==> config.mk <==
export PLATFORM = sky130hd
export DESIGN_NAME = arbb_axis
export DESIGN_NICKNAME = d
export VERILOG_FILES = /design/src/hw/rtl/arbb_pkg.sv /design/src/hw/rtl/arbb_axis.sv
export SDC_FILE = /design/constraint.sdc
export NUM_CORES = 2
export LEC_CHECK = 0
export BUFFER_PORTS_ARGS = -buffer_cell sky130_fd_sc_hd__buf_4
export CORE_ASPECT_RATIO = 0.8
export CORE_MARGIN = 1
export CORE_UTILIZATION = 40
export DETAILED_ROUTE_END_ITERATION = 8
export PLACE_DENSITY_LB_ADDON = 0.08
export SLEW_MARGIN = 0
export SYNTH_ARGS = -nofsm -noshare
export SYNTH_HDL_FRONTEND = slang
export SYNTH_SLANG_ARGS = --single-unit
==> constraint.sdc <==
create_clock -name clk -period 11.82 [get_ports clk]
set_input_delay 2.364 -clock clk [delete_from_list [all_inputs] [get_ports clk]]
set_output_delay 2.364 -clock clk [all_outputs]
set_load 0.01 [all_outputs]
==> src/hw/rtl/arbb_pkg.sv <==
package arbb_pkg;

	// coordinate width of the result fields
	localparam int COORD_BITS = 13;

	// field widths
	localparam int RECT_POS_W = 12;
	localparam int RECT_LEN_W = 13;
	localparam int IMG_W      = 13;
	localparam int COEF_W     = 24;
	localparam int OFFS_W     = 32;
	localparam int CFG_DATA_W = 32;
	localparam int CFG_IDX_W  = 4;

	// corner coordinate: position plus length, no wrap
	localparam int CORNER_W = RECT_LEN_W + 1;
	// products, accumulator and mapped pixel
	localparam int FRAC_BITS = 16;
	localparam int PROD_W    = COEF_W + CORNER_W + 1;
	localparam int ACC_W     = PROD_W + 2;
	localparam int PIX_W     = ACC_W - FRAC_BITS;

	// register indexes
	typedef enum logic [CFG_IDX_W-1:0] {
		REG_COEF_XX   = 4'd0,
		REG_COEF_XY   = 4'd1,
		REG_OFFSET_X  = 4'd2,
		REG_COEF_YX   = 4'd3,
		REG_COEF_YY   = 4'd4,
		REG_OFFSET_Y  = 4'd5,
		REG_IMG_WIDTH = 4'd6,
		REG_IMG_HEIGHT = 4'd7
	} reg_idx_t;

	// register reset values
	localparam logic signed [COEF_W-1:0] COEF_ONE = 24'sd65536;
	localparam logic [IMG_W-1:0] IMG_SIZE_RST = 13'd4096;

	typedef logic signed [PIX_W-1:0] pix_t;

	// input transaction
	typedef struct packed {
		logic [RECT_POS_W-1:0] rect_x;
		logic [RECT_POS_W-1:0] rect_y;
		logic [RECT_LEN_W-1:0] rect_width;
		logic [RECT_LEN_W-1:0] rect_height;
	} rect_t;

	// output transaction
	typedef struct packed {
		logic [COORD_BITS-1:0] box_x;
		logic [COORD_BITS-1:0] box_y;
		logic [COORD_BITS-1:0] box_width;
		logic [COORD_BITS-1:0] box_height;
	} box_t;

	// pipeline load enables for the mapping stages
	typedef struct packed {
		logic en_s2;
		logic en_s3;
	} map_ctl_t;

endpackage

==> src/hw/rtl/arbb_axis.sv <==
module arbb_axis (
	input  logic                                 clk,
	input  arbb_pkg::map_ctl_t                   ctl,
	input  logic signed [arbb_pkg::COEF_W-1:0]   coef_a,
	input  logic signed [arbb_pkg::COEF_W-1:0]   coef_b,
	input  logic signed [arbb_pkg::OFFS_W-1:0]   offset,
	input  logic [arbb_pkg::CORNER_W-1:0]        x0_s1,
	input  logic [arbb_pkg::CORNER_W-1:0]        x1_s1,
	input  logic [arbb_pkg::CORNER_W-1:0]        y0_s1,
	input  logic [arbb_pkg::CORNER_W-1:0]        y1_s1,
	output arbb_pkg::pix_t                       pix_s3 [4]
);
	import arbb_pkg::*;

	logic signed [CORNER_W:0] xs [2];
	logic signed [CORNER_W:0] ys [2];
	logic signed [PROD_W-1:0] pa_s2 [2];
	logic signed [PROD_W-1:0] pb_s2 [2];
	logic signed [ACC_W-1:0]  acc [4];
	pix_t                     pix [4];

	assign xs[0] = signed'({1'b0, x0_s1});
	assign xs[1] = signed'({1'b0, x1_s1});
	assign ys[0] = signed'({1'b0, y0_s1});
	assign ys[1] = signed'({1'b0, y1_s1});

	// one product per edge coordinate, shared by two corners
	always_ff @(posedge clk) begin
		if (ctl.en_s2) begin
			for (int i = 0; i < 2; i++) begin
				pa_s2[i] <= coef_a * xs[i];
				pb_s2[i] <= coef_b * ys[i];
			end
		end
	end

	// corner sum and truncation toward zero, corner k = 2*i + j
	always_comb begin
		for (int k = 0; k < 4; k++) begin
			acc[k] = ACC_W'(pa_s2[k / 2]) + ACC_W'(pb_s2[k % 2]) + ACC_W'(offset);
			pix[k] = acc[k][ACC_W-1:FRAC_BITS];
			if (acc[k][ACC_W-1] && (acc[k][FRAC_BITS-1:0] != '0)) begin
				pix[k] = pix[k] + PIX_W'(1);
			end
		end
	end

	always_ff @(posedge clk) begin
		if (ctl.en_s3) begin
			for (int k = 0; k < 4; k++) begin
				pix_s3[k] <= pix[k];
			end
		end
	end

endmodule

## Yosys cells after proc, flatten, opt, wreduce, memory -nomap -nowiden

Memory sizes are Yosys's and may differ from the RTL's.
Index checks and enable logic that the tools add are counted.
Widths: inputs -> output; s select.

- Flip-flop bits (word level): 100
- Memories: 2
- Memory bits (writable): 156

Memory list:

| name | depth | width | read ports | clocked after Yosys merged registers in | write ports | line | source |
|---|---|---|---|---|---|---|---|
| pa_s2 | 2 | 39 | 2 | 0 | 2 | arbb_axis.sv:17 | `logic signed [PROD_W-1:0] pa_s2 [2];` |
| pb_s2 | 2 | 39 | 2 | 0 | 2 | arbb_axis.sv:18 | `logic signed [PROD_W-1:0] pb_s2 [2];` |

- Add/sub/neg operators: 12
- Reduce and logical (&&, ||, !) cells: 8
- Muxes and demuxes: 6
- Multiply operators: 4

Operators with widths:

| operator | count |
|---|---|
| $add 40x32->41 | 4 |
| $add 39x39->40 | 4 |
| $mul 24x15->39 | 4 |
| $add 25x2->25 const B | 4 |
| $mux 25 | 4 |
| $reduce_bool 16->1 | 4 |
| $logic_and 1x1->1 | 4 |
| $mux 1 | 2 |

## Logic depth before layout (Yosys ltp)

An unclocked memory read counts as a cell.

- Depth after elaboration: 6
- Mapped depth: 28
- Depth with buffers taken out: 26

## Least setup slack after synthesis

No wires, ideal clock.

- Path type: in2reg
- Start point: input port coef_b[9] (netlist bit)
- End point: memory pb_s2[0][37] (netlist bit) (data pin)
- Data arrival time: 8.918 ns
- Stages: 28
- Required time: 11.560 ns
- Setup slack: 2.642 ns
- Cells stage by stage: clkbuf_1 clkbuf_1 and2_1 fa_1 inv_1 fa_1 inv_1 fa_1 inv_1 fa_1 inv_1 fa_1 inv_1 fa_1 inv_1 ha_1 a21o_1 a21oi_1 nor2b_1 a311oi_1 a2111oi_0 o41ai_1 o21ai_1 o211a_1 o21a_1 o21ai_1 mux2i_1 nand2_1

RTL lines:

| item | line | source |
|---|---|---|
| from (decl) | arbb_axis.sv:5 | `input logic signed [arbb_pkg::COEF_W-1:0] coef_b,` |
| to (decl) | arbb_axis.sv:18 |  |

==> flow_summary.ini <==
[floorplan]
core_area_mm2 = 0.1720
num_io_pins = 239
num_rows = 136
die_y_um = 374.5
die_width_um = 467.6
start_util = 0.4032
die-area_mm2 = 0.1751

[worst_setup_path]
reg2reg_to = pix_s3[68]
worstSetupStartpointType = input pin
crit_required_ns = 12.19
crit_start = coef_a[10]
ff2ff_path_depth = 15
cp-end-kind = register
reg2reg_setup_slack_ns = 5.56
r2r_start = pa_s2[0][2]
cp_max_fo = 28
arrival_ns = 9.95
crit_type = input pin to register

[clocking]
clock_latency_ns = 0.62
cts_setup_buffers = 0
clock-sinks = 256
clock-root-buffer = clkbuf_16
clkTransAtPathRegs_ns = 0.07
cts.path.max_buffers = 3
cts_hold_buf = 0
cts_resized = 0
cts_tree = yes
htree_levels = 2
cts_buffers = 37

[logic_synthesis]
synth_area_mm2 = 0.06937
avgSynthCellArea_um2 = 9.474
yosysTopAreaCellShare = 0.4086
yosys.area.top_type = fa_1
synth_commonest_cells = inv_1, fa_1, and2_1, nand2_1, ha_1
yosysMostFrequentCell = inv_1
synthTopCellsByArea = fa_1, edfxtp_1, ha_1
netlist-cell-type-count = 94
yosys_warnings = 0
ys_seq_area_frac = 0.1108
synthFlopType = edfxtp_1
synth_nets = 9401
ys_ff_latch = 256
synth-async-reset-ratio = 0
synth-edff-count = 256
synthCells = 7322

[global_route]
overflow = 0
use_met1 = 0.3695
met2_usage = 0.3405
top_usage_layer = met1
grt_usage = 0.2320
first_global_vias = 50570
grt_max_degree = 58
met3_usage = 0.02783
grt_pass1_wl_um = 308900
antenna_found_initial = 16

[hold_path]
hp-class = register to register
holdPathStages = 4
hp-start = pb_s2[0][24]
whs_endpoint = pix_s3[33]

[timing]
rsz0062_at_grt = false
finalSetupViolCount = 0
period_share = 0.8106
finalSetupTns_ns = 0
finalCriticalPeriod_ns = 9.581
tightest_slew_ns = 1.167
hold_viol = 0
fmax_mhz = 104.4
final_max_slew_viol_count = 0
clock-skew-final_ns = 0.03613
relSlewSlack = 0.2147

[routing]
viasPerCell = 5.157
routed_wl_um = 196900
vias = 49620
drt_iter0_drc = 3687
drc = 0
first_pass_iters = 6
routedWlPerCell_um = 20.46
antenna_left = 0

[placed_design]
dp_hpwl_um = 163000
gp_congestion = 0.9301
portBuffers = 238

[cells_and_area]
drive_gt1_frac = 0.04890
areaGrowthSynthToFinish_pct = 6.960
fin_util = 0.4313
final_nets = 9393

[status]
outcome = finished, final reports clean

[job]
maxCapViolations = 0
==> cell usage in the layout, fill, tap and decap left out, types with 36 or more instances in the layout <==
| cell | synthesis | final |
|---|---|---|
| inv_1 | 1419 | 1419 |
| o21ai_0 | 123 | 123 |
| buf_4 | 0 | 251 |
| nand3_1 | 76 | 76 |
| o21a_1 | 42 | 42 |
| fa_1 | 1416 | 1416 |
| a31oi_1 | 38 | 38 |
| o21bai_1 | 40 | 40 |
| a21oi_1 | 264 | 264 |
| nand4_1 | 52 | 52 |
| a21o_1 | 163 | 163 |
| xor2_1 | 104 | 104 |
| nor3_1 | 62 | 62 |
| nor2_1 | 187 | 187 |
| nand2_1 | 703 | 703 |
| ha_1 | 524 | 524 |
| edfxtp_1 | 256 | 256 |
| clkbuf_16 | 0 | 39 |
| nand2b_1 | 43 | 43 |
| nor2b_1 | 36 | 36 |
| and2_1 | 844 | 844 |
| and3_1 | 43 | 43 |
| xnor2_1 | 261 | 261 |
==> cell type report <==
type / count / area, um^2
antenna: 3 / 7.507
clock buffer: 43 / 991.0
clock inverter: 23 / 209.0
fill: 16990 / 97840
inverter: 1420 / 5330
multi-input combinational: 5347 / 55230
sequential: 256 / 7687
tap: 2277 / 2849
timing repair buffer: 252 / 1896
==> metal layers <==
layer / vias to the layer above / share of wire
met3: 109 / 0.054
li1: 22810 / -
met4: 6 / 0.013
met1: 25460 / 0.50
met2: 1229 / 0.43
met5: - / 0.00020
==> worst max-delay path by stage <==
stage	slack, ns	cells past startpoint	endpoint
6_report	2.24	27	pa_s2[0][76]
5_1_grt	1.84	27	pa_s2[0][76]
4_1_cts	2.46	27	pa_s2[0][76]
3_5_place_dp	1.82	27	pa_s2[0][76]
3_3_place_gp	1.80	27	pa_s2[0][76]
2_1_floorplan	2.64	28	pb_s2[0][37]
==> cell families after synthesis <==
family / synth area share
adders and majority gates: 0.5031
buffers and inverters: 0.09305
muxes: 0.001551
xor gates and xnor gates: 0.04608
AOI/OAI and AO/OA: 0.08239
and+or+nand+nor: 0.1630
DFF: 0.1108
==> state kept, by name, summed over array words and instances (netlist names) <==
name    flops
pix_s3    100
pb_s2      78
pa_s2      78
==> worst max-delay path: stages <==
cell      delay, ns
buf_4          0.23
and2_1         0.21
fa_1           0.54
inv_1          0.06
fa_1           0.53
inv_1          0.06
fa_1           0.49
inv_1          0.05
fa_1           0.53
inv_1          0.05
fa_1           0.47
inv_1          0.05
fa_1           0.48
inv_1          0.05
ha_1           0.32
a21o_1         0.17
a21o_1         0.16
a21oi_1        0.20
inv_1          0.06
a211oi_1       0.90
o21ai_0        0.57
a211oi_1       0.44
a21oi_1        0.18
o21ai_0        0.37
o21bai_1       0.11
a21oi_1        0.18
xnor2_1        0.08
==> per-stage QoR <==
step	hold WS, ns	instances	setup slack [ns]	area, um^2
5_1_grt	1.286	9619	1.836	74190
4_1_cts	1.219	9618	2.465	74190
2_1_floorplan	1.011	7322	2.642	69370
3_5_place_dp	1.204	9552	1.820	72990
3_3_place_gp	1.204	9552	1.801	72990
6_report	1.198	9621	2.239	74200
Power is not shown: default switching activity piles up to over one toggle a cycle in this logic, so the estimate is an artifact.
